**config.mk**
```make
export PLATFORM = sky130hd
export DESIGN_NAME = palette_text_number_extractor
export DESIGN_NICKNAME = d
export VERILOG_FILES = /design/src/ptne_pkg.sv /design/src/palette_text_number_extractor.sv /design/src/ptne_front.sv /design/src/ptne_queue.sv /design/src/ptne_back.sv
export SDC_FILE = /design/constraint.sdc
export NUM_CORES = 1
export LEC_CHECK = 0
export ABC_AREA = 1
export ABC_CLOCK_PERIOD_IN_PS = 3100
export BUFFER_PORTS_ARGS = -buffer_cell sky130_fd_sc_hd__buf_4
export CAP_MARGIN = 10
export CORE_ASPECT_RATIO = 2
export CORE_MARGIN = 1
export CORE_UTILIZATION = 55
export DETAILED_ROUTE_END_ITERATION = 16
export PLACE_DENSITY = 0.8
export SYNTH_ARGS = -nofsm -noshare
export SYNTH_HDL_FRONTEND = slang
export SYNTH_SLANG_ARGS = --single-unit
```
**constraint.sdc**
```tcl
create_clock -name clk -period 3.1 [get_ports clk]
set_clock_uncertainty 0.15 [all_clocks]
set_input_delay 0.62 -clock clk [delete_from_list [all_inputs] [get_ports clk]]
set_output_delay 0.62 -clock clk [all_outputs]
set_load 0.005 [all_outputs]
```
**src/ptne_pkg.sv**
```systemverilog
// Shared types and constants for the palette text number extractor.
`default_nettype none
package ptne_pkg;

  localparam int VALUE_COUNT = 768;
  localparam int CNT_W       = $clog2(VALUE_COUNT + 1);
  localparam int IDX_W       = 10;
  localparam int SAT_LIMIT   = 255;

  localparam logic [7:0] CH_ZERO  = 8'h30;
  localparam logic [7:0] CH_NINE  = 8'h39;
  localparam logic [7:0] CH_SLASH = 8'h2F;
  localparam logic [7:0] CH_HASH  = 8'h23;
  localparam logic [7:0] CH_SEMI  = 8'h3B;
  localparam logic [7:0] CH_LF    = 8'h0A;
  localparam logic [7:0] CH_CR    = 8'h0D;

  localparam int QPTR_W = 1;
  localparam int QCNT_W = QPTR_W + 1;
  localparam int QDEPTH = 1 << QPTR_W;

  typedef enum logic [2:0] {
    CLS_OTHER = 3'd0,
    CLS_DIGIT = 3'd1,
    CLS_SLASH = 3'd2,
    CLS_CMT   = 3'd3,
    CLS_EOL   = 3'd4
  } cls_t;

  typedef enum logic [2:0] {
    LEX_NORMAL  = 3'b001,
    LEX_SLASH   = 3'b010,
    LEX_COMMENT = 3'b100
  } lex_t;

  typedef struct packed {
    cls_t       cls;
    logic [3:0] digit;
    logic       eof;
  } item_t;

endpackage
`default_nettype wire

```
**src/palette_text_number_extractor.sv**
```systemverilog
// Top level: palette text number extractor, one text byte per transaction.
// Each byte is written to the queue; the back end reads it and registers its result.
// Throughput: one byte per cycle; while the output is stalled the two-entry
// queue takes two more bytes before the input stalls.
// Reset: synchronous, active low; clears the lexer, accumulator, value count,
// queue pointers and output valid.
`default_nettype none
module palette_text_number_extractor (
  input  wire logic                      clk,
  input  wire logic                      rst_n,
  input  wire logic                      in_valid,
  output logic                           in_stall,
  input  wire logic [7:0]                in_data_byte,
  input  wire logic                      in_end_of_file,
  output logic                           out_valid,
  input  wire logic                      out_stall,
  output logic [7:0]                     out_value,
  output logic                           out_value_valid,
  output logic [ptne_pkg::IDX_W-1:0]     out_value_index,
  output logic                           out_finished,
  output logic                           out_success
);
  import ptne_pkg::*;

  item_t wr_item, rd_item;
  logic  q_wr, q_full, q_rd, q_valid;

  assign in_stall = q_full;

  ptne_front u_front (
    .in_valid       (in_valid),
    .in_data_byte   (in_data_byte),
    .in_end_of_file (in_end_of_file),
    .q_full         (q_full),
    .q_item         (wr_item),
    .q_wr           (q_wr)
  );

  ptne_queue u_queue (
    .clk      (clk),
    .rst_n    (rst_n),
    .wr_en    (q_wr),
    .wr_item  (wr_item),
    .full     (q_full),
    .rd_en    (q_rd),
    .rd_valid (q_valid),
    .rd_item  (rd_item)
  );

  ptne_back u_back (
    .clk             (clk),
    .rst_n           (rst_n),
    .q_valid         (q_valid),
    .q_item          (rd_item),
    .q_rd            (q_rd),
    .out_valid       (out_valid),
    .out_stall       (out_stall),
    .out_value       (out_value),
    .out_value_valid (out_value_valid),
    .out_value_index (out_value_index),
    .out_finished    (out_finished),
    .out_success     (out_success)
  );

  a_result_has_cause: assert property (@(posedge clk) disable iff (!rst_n)
    out_valid |-> (out_value_valid || out_finished))
    else $error("result with neither value nor end of file");

  a_success_needs_finish: assert property (@(posedge clk) disable iff (!rst_n)
    (out_valid && out_success) |-> out_finished)
    else $error("success flagged without finish");

  a_empty_value_zero: assert property (@(posedge clk) disable iff (!rst_n)
    (out_valid && !out_value_valid) |-> (out_value == '0 && out_value_index == '0))
    else $error("value fields not cleared on a result without value");

  a_index_in_range: assert property (@(posedge clk) disable iff (!rst_n)
    (out_valid && out_value_valid) |-> (32'(out_value_index) < VALUE_COUNT))
    else $error("value index beyond value count");

endmodule
`default_nettype wire

```
**src/ptne_front.sv**
```systemverilog
// Front end: classifies each incoming byte and hands it to the queue.
`default_nettype none
module ptne_front (
  input  wire logic          in_valid,
  input  wire logic [7:0]    in_data_byte,
  input  wire logic          in_end_of_file,
  input  wire logic          q_full,
  output ptne_pkg::item_t    q_item,
  output logic               q_wr
);
  import ptne_pkg::*;

  cls_t cls;

  always_comb begin
    cls = CLS_OTHER;
    if (in_data_byte >= CH_ZERO && in_data_byte <= CH_NINE) begin
      cls = CLS_DIGIT;
    end else if (in_data_byte == CH_SLASH) begin
      cls = CLS_SLASH;
    end else if (in_data_byte == CH_HASH || in_data_byte == CH_SEMI) begin
      cls = CLS_CMT;
    end else if (in_data_byte == CH_LF || in_data_byte == CH_CR) begin
      cls = CLS_EOL;
    end
  end

  assign q_item.cls   = cls;
  assign q_item.digit = 4'(in_data_byte - CH_ZERO);
  assign q_item.eof   = in_end_of_file;
  assign q_wr         = in_valid && !q_full;

endmodule
`default_nettype wire

```
**src/ptne_queue.sv**
```systemverilog
// Two-entry queue between the classifier and the parser.
`default_nettype none
module ptne_queue (
  input  wire logic             clk,
  input  wire logic             rst_n,
  input  wire logic             wr_en,
  input  ptne_pkg::item_t       wr_item,
  output logic                  full,
  input  wire logic             rd_en,
  output logic                  rd_valid,
  output ptne_pkg::item_t       rd_item
);
  import ptne_pkg::*;

  item_t             mem_r [QDEPTH];
  logic [QPTR_W-1:0] wp_r, wp_nxt;
  logic [QPTR_W-1:0] rp_r, rp_nxt;
  logic [QCNT_W-1:0] cnt_r, cnt_nxt;
  logic              do_wr, do_rd;

  assign full     = (cnt_r == QCNT_W'(QDEPTH));
  assign rd_valid = (cnt_r != '0);
  assign rd_item  = mem_r[rp_r];
  assign do_wr    = wr_en && !full;
  assign do_rd    = rd_en && rd_valid;

  always_comb begin
    wp_nxt  = do_wr ? wp_r + QPTR_W'(1) : wp_r;
    rp_nxt  = do_rd ? rp_r + QPTR_W'(1) : rp_r;
    cnt_nxt = cnt_r + QCNT_W'(do_wr) - QCNT_W'(do_rd);
  end

  always_ff @(posedge clk) begin
    if (!rst_n) begin
      wp_r  <= '0;
      rp_r  <= '0;
      cnt_r <= '0;
    end else begin
      wp_r  <= wp_nxt;
      rp_r  <= rp_nxt;
      cnt_r <= cnt_nxt;
    end
  end

  always_ff @(posedge clk) begin
    if (do_wr) begin
      mem_r[wp_r] <= wr_item;
    end
  end

endmodule
`default_nettype wire

```
**src/ptne_back.sv**
```systemverilog
// Back end: lexer state, digit accumulation and the registered result.
`default_nettype none
module ptne_back (
  input  wire logic              clk,
  input  wire logic              rst_n,
  input  wire logic              q_valid,
  input  ptne_pkg::item_t        q_item,
  output logic                   q_rd,
  output logic                   out_valid,
  input  wire logic              out_stall,
  output logic [7:0]             out_value,
  output logic                   out_value_valid,
  output logic [ptne_pkg::IDX_W-1:0] out_value_index,
  output logic                   out_finished,
  output logic                   out_success
);
  import ptne_pkg::*;

  lex_t             lex_r, lex_nxt;
  logic             innum_r, innum_nxt;
  logic [8:0]       acc_r, acc_nxt;
  logic [CNT_W-1:0] cnt_r, cnt_nxt;
  logic             done_r, done_nxt;

  logic             ov_r, ov_nxt;
  logic [7:0]       val_r, val_nxt;
  logic             vv_r, vv_nxt;
  logic [IDX_W-1:0] idx_r, idx_nxt;
  logic             fin_r, fin_nxt;
  logic             succ_r, succ_nxt;

  logic             fire;
  logic [12:0]      prod;
  logic [CNT_W-1:0] cnt_inc;

  assign fire = q_valid && (!ov_r || !out_stall);
  assign q_rd = fire;
  assign prod = ({4'd0, acc_r} << 3) + ({4'd0, acc_r} << 1) + {9'd0, q_item.digit};

  always_comb begin
    lex_nxt   = lex_r;
    innum_nxt = innum_r;
    acc_nxt   = acc_r;
    cnt_nxt   = cnt_r;
    done_nxt  = done_r;
    vv_nxt    = 1'b0;
    val_nxt   = '0;
    idx_nxt   = '0;
    cnt_inc   = cnt_r + CNT_W'(1);

    if (!done_r) begin
      if (innum_r && q_item.cls == CLS_DIGIT) begin
        acc_nxt = (prod > 13'(SAT_LIMIT)) ? 9'(SAT_LIMIT + 1) : prod[8:0];
      end else begin
        if (innum_r) begin
          if (!acc_r[8]) begin
            vv_nxt   = 1'b1;
            val_nxt  = acc_r[7:0];
            idx_nxt  = IDX_W'(cnt_r);
            cnt_nxt  = cnt_inc;
            done_nxt = (cnt_inc >= CNT_W'(VALUE_COUNT));
          end
          innum_nxt = 1'b0;
          acc_nxt   = '0;
        end
        if (!done_nxt) begin
          if (lex_r == LEX_COMMENT) begin
            if (q_item.cls == CLS_EOL) begin
              lex_nxt = LEX_NORMAL;
            end
          end else if (q_item.cls == CLS_SLASH) begin
            lex_nxt = (lex_r == LEX_SLASH) ? LEX_COMMENT : LEX_SLASH;
          end else if (q_item.cls == CLS_CMT) begin
            lex_nxt = LEX_COMMENT;
          end else begin
            lex_nxt = LEX_NORMAL;
            if (q_item.cls == CLS_DIGIT) begin
              innum_nxt = 1'b1;
              acc_nxt   = {5'd0, q_item.digit};
            end
          end
        end
      end
      // a run still open at end of file closes here; the earlier close cannot also fire
      if (q_item.eof && innum_nxt) begin
        if (!acc_nxt[8]) begin
          vv_nxt   = 1'b1;
          val_nxt  = acc_nxt[7:0];
          idx_nxt  = IDX_W'(cnt_nxt);
          done_nxt = (cnt_nxt + CNT_W'(1) >= CNT_W'(VALUE_COUNT));
          cnt_nxt  = cnt_nxt + CNT_W'(1);
        end
        innum_nxt = 1'b0;
        acc_nxt   = '0;
      end
    end

    ov_nxt   = vv_nxt || q_item.eof;
    fin_nxt  = q_item.eof;
    succ_nxt = q_item.eof && done_nxt;

    if (q_item.eof) begin
      lex_nxt   = LEX_NORMAL;
      innum_nxt = 1'b0;
      acc_nxt   = '0;
      cnt_nxt   = '0;
      done_nxt  = 1'b0;
    end
  end

  always_ff @(posedge clk) begin
    if (!rst_n) begin
      lex_r   <= LEX_NORMAL;
      innum_r <= 1'b0;
      acc_r   <= '0;
      cnt_r   <= '0;
      done_r  <= 1'b0;
      ov_r    <= 1'b0;
    end else if (fire) begin
      lex_r   <= lex_nxt;
      innum_r <= innum_nxt;
      acc_r   <= acc_nxt;
      cnt_r   <= cnt_nxt;
      done_r  <= done_nxt;
      ov_r    <= ov_nxt;
    end else if (!out_stall) begin
      ov_r    <= 1'b0;
    end
  end

  always_ff @(posedge clk) begin
    if (fire) begin
      val_r  <= val_nxt;
      vv_r   <= vv_nxt;
      idx_r  <= idx_nxt;
      fin_r  <= fin_nxt;
      succ_r <= succ_nxt;
    end
  end

  assign out_valid       = ov_r;
  assign out_value       = val_r;
  assign out_value_valid = vv_r;
  assign out_value_index = idx_r;
  assign out_finished    = fin_r;
  assign out_success     = succ_r;

endmodule
`default_nettype wire

```
==> metrics.txt, run 1 <==
worst-margin pin slew=0.860 ns; post-synthesis average cell area=7.98 µm²; Syn Nets=581; Critical Path Source Type=flop; Placed Area=4840 µm²; sequential cell area=1720 µm²; initial detailed-routing violation count=253; core area=7600 µm²; ANT cells=0; initial core utilization=57.0%; nets=between 600 and 700; HPWL after DPL=8170 µm; TritonRoute pass-1 iters=9; Worst EP required=between 3 and 4 ns; Core Rows=45; Power Dens Cells=667 nW/µm²; crit end category=flop; Top FF cell, synth=edfxtp_1; worst reg2reg setup slack=-0.11 ns; Hold Fails Final Rpt=0; P_leak=2.30 nW; Area Overhead vs Synth=24.2%; Slew headroom=42.6%; Worst Setup SP=u_queue.mem_r[0][4]; IO Count=36; peak supply drop=542 µV; Max Fanout on Critical Path=8; footprint of the multi-input gates=about 2400 µm²; synthesized area=4340 µm²; Crit Path Category=flop to flop; Crit Reg-Reg Startpoint=u_queue.mem_r[0][4]; first-pass GRT wire length=18,100 µm; post-route setup slack=-0.112 ns; Synth top area share=25.6%; RSZ-0062 raised after global routing=true; Final Cell Area=5380 µm²; Vias/cell=about 5.7; IO buf count=35; CP arrival=3.22 ns; H-tree levels=3; Root Driver=clkbuf_16; Die Width=between 60 and 70 µm; Worst R2R End=u_back.out_value[5]; largest net degree at the start of global routing=26; run status=finished, violations left; Synth async-reset ratio=0%; WL final=11,600 µm; MaxCap Viol Count=0; die area=8260 µm²; post-layout min period=3.21 ns; clock sink count=67; clk slew on worst S/H paths=0.06 ns; violated checks=negative setup slack; worst-case reg-to-reg path depth=18; antenna violations before repair=0; GRT Total Usage=29.6%; number of antenna-violating nets in the routed design=0; Fillers=around 580; Vias=4,054; max-slew violations=0; share of cells above drive strength 1=29.9%; Critical Path End=u_back.out_value[5]; Worst-Skew Late Latency=0.34 ns; Longest Clk Path Bufs=2; Hold Path Class=flop to flop; sequential fraction of the synthesis area=39.5%; warning count from the yosys run=0; Synth area leader=edfxtp_1; remaining global-route overflow=0; Max Clk Rate=311 MHz; Final setup viols=16; Design Power=0.00359 W; DRC=0; synthesized flop and latch total=67; vias in the first global route=3,944; Yosys cell types=45; WL/cell=16.4 µm; ranking of synthesized cells by area=edfxtp_1, dfxtp_1, nand2_1; CTS buffer count=9; number of synthesized flops with an enable pin=37; die height=approximately 130 µm; RePlAce Congestion=0.910; TritonCTS clock tree=built; Cells after Synth=543; final cycle utilization of the critical path=104%
==> logic make-up (layout without fill, tap and decap cells) <==
group	after synthesis	after routing	synth area share (%)
buf+inv	86	155	8.40
compound gates	105	105	14.8
mux	1	1	0.231
flops	67	67	39.5
xor+xnor	6	6	1.21
simple gates	253	253	28.3
fa+ha+maj	25	25	7.56
==> worst min-delay path by stage <==
stage                 startpoint  slack [ns]           end  cells past startpoint
finish              u_queue.rp_r        0.29          flop                      1
detailed placement  u_queue.rp_r        0.30  u_queue.rp_r                      1
floorplan           u_queue.rp_r        0.28          flop                      1
global route        u_queue.rp_r        0.30          flop                      1
CTS                 u_queue.rp_r        0.31  u_queue.rp_r                      1
global placement    u_queue.rp_r        0.29  u_queue.rp_r                      1
==> layout make-up <==
type	count	share of cell area [%]
repair buffers	66	9.64
clock inverters	6	1.19
clock buffers	10	4.44
well taps	94	2.18
inverters	73	5.32
multi-input cells	390	45.4
flip-flops and latches	67	31.9
==> worst max-delay path, cell delays in order, from the launching register on <==
cell and delay (ns):
edfxtp_1 0.40, nand2_2 0.09, nand2_2 0.07, fa_2 0.56, inv_2 0.04, fa_2 0.35, inv_2 0.07, nand3_2 0.07
nand3_2 0.09, nand3_2 0.11, nand3_2 0.09, nand3_2 0.06, nor2_2 0.11, nand3_2 0.08, nand2_2 0.11, nand2_4 0.08
a21oi_4 0.21, inv_4 0.11, a211oi_2 0.21
==> cells in the final DEF, fill, tap and decap left out, drive strengths merged, types with 3 or more instances in the layout <==
cell,n
clkbuf,10
nor3,5
nand3b,3
buf,66
dfxtp,30
nand4,12
ha,23
xor2,4
nand3,32
o22ai,5
nand2,153
nor2,45
a21oi,49
inv,74
o21ai,38
a211oi,6
edfxtp,37
==> power by group <==
part	switching, W	total, W	internal, W
clock network	0.000400	0.00104	0.000644
registers	0.0000970	0.00128	0.00119
logic	0.000778	0.00127	0.000488
total	0.00127	0.00359	0.00232
==> what timing repair did <==
| item | 4_1_cts | 5_1_grt |
|---|---|---|
| setup endpoints to repair | 34 | 38 |
| pin swaps | 6 | 7 |
| buffers inserted | 10 | 2 |
| hold buffers | 0 | 0 |
| resized for setup | 18 | 32 |
==> cells in the mapped netlist (all sizes together) (2+ instances only) <==
| library cell | instances |
|---|---|
| nand2 | 153 |
| inv | 73 |
| a21oi | 49 |
| nor2 | 45 |
| o21ai | 38 |
| edfxtp | 37 |
| nand3 | 32 |
| dfxtp | 30 |
| ha | 23 |
| nand4 | 12 |
| clkbuf | 7 |
| a211oi | 6 |
| buf | 6 |
| nor3 | 5 |
| o22ai | 5 |
| xor2 | 4 |
| nand3b | 3 |
| a21o | 2 |
| a22oi | 2 |
| fa | 2 |
| nor4 | 2 |
| xnor2 | 2 |
==> metal layers <==
metal  GRT usage [%]  vias to the layer above  routed length [µm]
met3            6.07                       54                 539
met1            26.9                     1875                3850
met2            54.9                      173                6500
met5               0                        -                   0
met4            22.0                        0                 668
li1                -                     1952                   -
==> metrics by stage <==
| step | cells | utilization [%] | hold WS (ns) | setup slack [ns] | TNS [ns] |
|---|---|---|---|---|---|
| floorplan | 543 | - | 0.275 | -0.00730 | -0.0370 |
| global placement | 682 | 63.6 | 0.286 | -0.0987 | -0.518 |
| detailed placement | 682 | 63.6 | 0.297 | -0.207 | -2.62 |
| CTS | 706 | 69.3 | 0.309 | -0.0549 | -0.183 |
| global route | 706 | 70.8 | 0.303 | -0.335 | -5.03 |
| finish | 706 | 70.8 | 0.292 | -0.112 | -1.12 |
==> sequential cells by signal, indices dropped and copies added, names as in the netlist, named ones only <==
name                    flops
u_back.innum_r              1
u_back.cnt_r               10
u_back.out_valid            1
u_back.out_finished         1
u_back.acc_r                9
u_queue.rp_r                1
u_queue.mem_r              16
u_queue.cnt_r               2
u_back.out_value            8
u_back.out_value_valid      1
u_back.done_r               1
u_queue.wp_r                1
u_back.lex_r                3
u_back.out_success          1
u_back.out_value_index     10
(Power assumes the default switching activity.)
==> run 2, diff against run 1 <==
--- a/config.mk
+++ b/config.mk
@@ -6,14 +6,14 @@
 export NUM_CORES = 1
 export LEC_CHECK = 0
 export ABC_AREA = 1
-export ABC_CLOCK_PERIOD_IN_PS = 3100
+export ABC_CLOCK_PERIOD_IN_PS = 3400
 export BUFFER_PORTS_ARGS = -buffer_cell sky130_fd_sc_hd__buf_4
 export CAP_MARGIN = 10
 export CORE_ASPECT_RATIO = 2
-export CORE_MARGIN = 1
-export CORE_UTILIZATION = 55
+export CORE_MARGIN = 1.5
+export CORE_UTILIZATION = 60
 export DETAILED_ROUTE_END_ITERATION = 16
-export PLACE_DENSITY = 0.8
+export PLACE_DENSITY = 0.83
 export SYNTH_ARGS = -nofsm -noshare
 export SYNTH_HDL_FRONTEND = slang
 export SYNTH_SLANG_ARGS = --single-unit
==> constraint.sdc (replaced) <==
create_clock -name clk -period 3.4 [get_ports clk]
set_clock_uncertainty 0.15 [all_clocks]
set_input_delay 0.68 -clock clk [delete_from_list [all_inputs] [get_ports clk]]
set_output_delay 0.68 -clock clk [all_outputs]
set_load 0.005 [all_outputs]
==> run 2 against run 1 <==
  * Final cell count fell by 0.85%
  * Fmax fell by 4.5%
  * The run now ends clean
  * Worst setup slack improved by 0.15 ns
  * Clock power fell by 5%
  * Total power fell by 7.8%
  * Routed wire length rose by 0.64%
  * Count of clock-buffer cells in the layout rose by 2
  * Die area fell by 5.9%
  * Register-to-register slack improved by 0.15 ns
  * Global-route usage fell by 0.13 points
  * Highest routed layer unchanged
  * Sequential share of layout area rose by 0.54 points
  * Sequential cell count did not move
==> metrics.txt, run 2 (synthesized netlist as in run 1, its figures left out) <==
final hold slack=0.302 ns (+0.00968 ns); remaining global-route overflow=0 (unchanged); Placed Instances=667 (-2.2%); initial detailed-routing violation count=434 (+72%); max-slew violations=0 (unchanged); ANT cells=0 (unchanged); Gate power share=35.0% (-0.2 points); Int Pwr=0.00216 W (-6.6%); peak supply drop=535 µV (-1.2%); die area=7780 µm² (-5.9%); Seq pwr share=35.3% (-0.4 points); IO buf count=35 (unchanged); vias in the first global route=3,928 (-0.41%); Root Driver=clkbuf_16; Max Clk Rate=297 MHz (-4.5%); run status=complete, no violations; Max stage delay cell, worst path=fa_1; die height=123 µm (-3.4%); Non-Filler Instances=700 (-0.85%); Max Fanout on Critical Path=7 (-1); Vias/cell=5.89 (+2.6%); Slew headroom=40.2% (-2.4 points); Power Dens Cells=625 nW/µm² (-6.3%); TritonRoute pass-1 iters=5 (-4); WL final=11,600 µm (+0.64%); max incr delay on CP=0.49 ns (-0.07 ns); nets=643 (-0.31%); core area=6940 µm² (-8.7%); Critical Path Source Type=flop; Crit path top cell by count=buf_4; post-layout min period=3.36 ns (+0.151 ns); worst-margin pin slew=0.896 ns (+0.0355 ns); CP arrival=3.46 ns (+0.24 ns); hold-fix buffers at CTS=0 (unchanged); Final setup viols=0 (-16); largest net degree at the start of global routing=23 (-12%); RSZ-0062 raised after global routing=true; Setup Total Neg Slack=0 ns (+1.12 ns); final cycle utilization of the critical path=98.9% (-4.7 points); most common cell after layout, fill and taps aside=nand2_1; Worst EP required=3.50 ns (+0.39 ns); first-pass GRT wire length=17,500 µm (-3.4%); share of cells above drive strength 1=26.2% (-3.7 points); number of antenna-violating nets in the routed design=0 (unchanged); WL/cell=16.6 µm (+1.5%); Placed Area=4720 µm² (-2.4%); DRC=0 (unchanged); clk slew on worst S/H paths=0.05 ns (about the same); TritonCTS clock tree=built; IO Count=36 (unchanged); CTS buffer count=9 (unchanged); RePlAce Congestion=0.970 (+6.6%); initial core utilization=62.5% (+5.4 points); Final Core Density=76.3% (+5.5 points); H-tree levels=3 (unchanged); max reg flops=16 (unchanged); P_leak=2.29 nW (-0.44%); switching share of power=34.6% (-0.84 points); GRT Total Usage=29.4% (-0.13 points); most frequent cells in the layout=nand2_1, buf_4, inv_1; Hold Fails Final Rpt=0 (unchanged); clock sink count=67 (unchanged); Vias=4,126 (+1.8%); MaxCap Viol Count=0 (unchanged); Area Overhead vs Synth=22.2%; Final Cell Area=5300 µm² (-1.6%); antenna violations before repair=0 (unchanged); HPWL after DPL=8210 µm (+0.48%); Hold Path Class=flop to flop; crit end category=flop; Clk pwr share=29.7% (+0.6 points); crit path cell chain=inv_6 -> nand2_2 -> nand2_2 -> fa_1 -> buf_4 -> ha_4 -> nand3_1 -> nand3_2 -> nand4_1 -> nand3_1 -> nand2_1 -> nor2_2 -> nand3_2 -> nand2_4 -> nand2_8 -> buf_4 -> buf_4 -> nor3_2 -> o21ai_1 -> a21oi_1; Switch Pwr=0.00115 W (-10%); Crit Path Category=flop to flop; Worst-Skew Late Latency=0.34 ns (about the same); Longest Clk Path Bufs=2 (unchanged); Biggest register=u_queue.mem_r; Die Width=63.1 µm (-2.6%); Core Rows=43 (-4.4%); critical path's top delay family=simple AND/OR/NAND/NOR gates; Buf/Inv on CP=4 (+1)
-- run 2: changes by cell type in the layout (fill, tap and decap cells not counted), sizes merged --
cell    delta
clkbuf     +2
buf        -2
clkinv     -1
inv        -1
-- run 2: path summary, 6_finish.rpt --
kind | cells past startpoint | slack, ns | from | to
worst max-delay path | 20 | 0.04 | flop | u_back.cnt_r[5]
worst min-delay path | 1 | 0.30 | u_queue.rp_r | u_queue.rp_r
worst max register to register | 20 | 0.04 | flop | u_back.cnt_r[5]
worst min register to register | 1 | 0.30 | u_queue.rp_r | u_queue.rp_r
-- run 2: what timing repair did --
action,CTS,global route
pin swaps,0,18
setup buffers,0,17
gates resized for setup,4,34
endpoints found under the setup margin,10,37
-- run 2: area by class of cell --
type	count	area [µm²]
flip-flops and latches	67	1720
well taps	90	113
fillers	460	1640
repair buffers	64	484
clock buffers	12	268
multi-input cells	390	2370
clock inverters	4	53.8
inverters	73	289
-- run 2: stage by stage --
stage,setup slack (ns),power [W]
after floorplan,0.142,0.00180
after global placement,0.130,0.00215
after detailed placement,-0.0222,0.00219
after CTS,0.00558,0.00318
after global routing,-0.147,0.00346
final,0.0372,0.00331
-- run 2: layer usage --
metal	up-vias	part of all wire, %	global-route usage, %
met5	-	0	0
met1	1941	33	26.9
met2	194	57	57.6
met4	0	5.6	19.9
li1	1935	-	-
met3	56	4.8	4.82
-- run 2: worst reg2reg max path: cells and delay by family (launching register included) --
| kind | cells | cell delay [ns] |
|---|---|---|
| buffers and inverters | 4 | 0.52 |
| adder cells (fa/ha/maj) | 2 | 0.76 |
| flip-flops | 1 | 0.38 |
| AND/OR/NAND/NOR | 12 | 1.21 |
| AO/OA/AOI/OAI | 2 | 0.26 |
-- run 2: power by group through the flow --
stage	Clock (W)	Combinational (W)	Sequential [W]
3_5_place_dp	0	0.00102	0.00118
2_1_floorplan	0	0.000635	0.00117
5_1_grt	0.00102	0.00126	0.00118
4_1_cts	0.000986	0.00103	0.00116
3_3_place_gp	0	0.000979	0.00117
6_report	0.000983	0.00116	0.00117
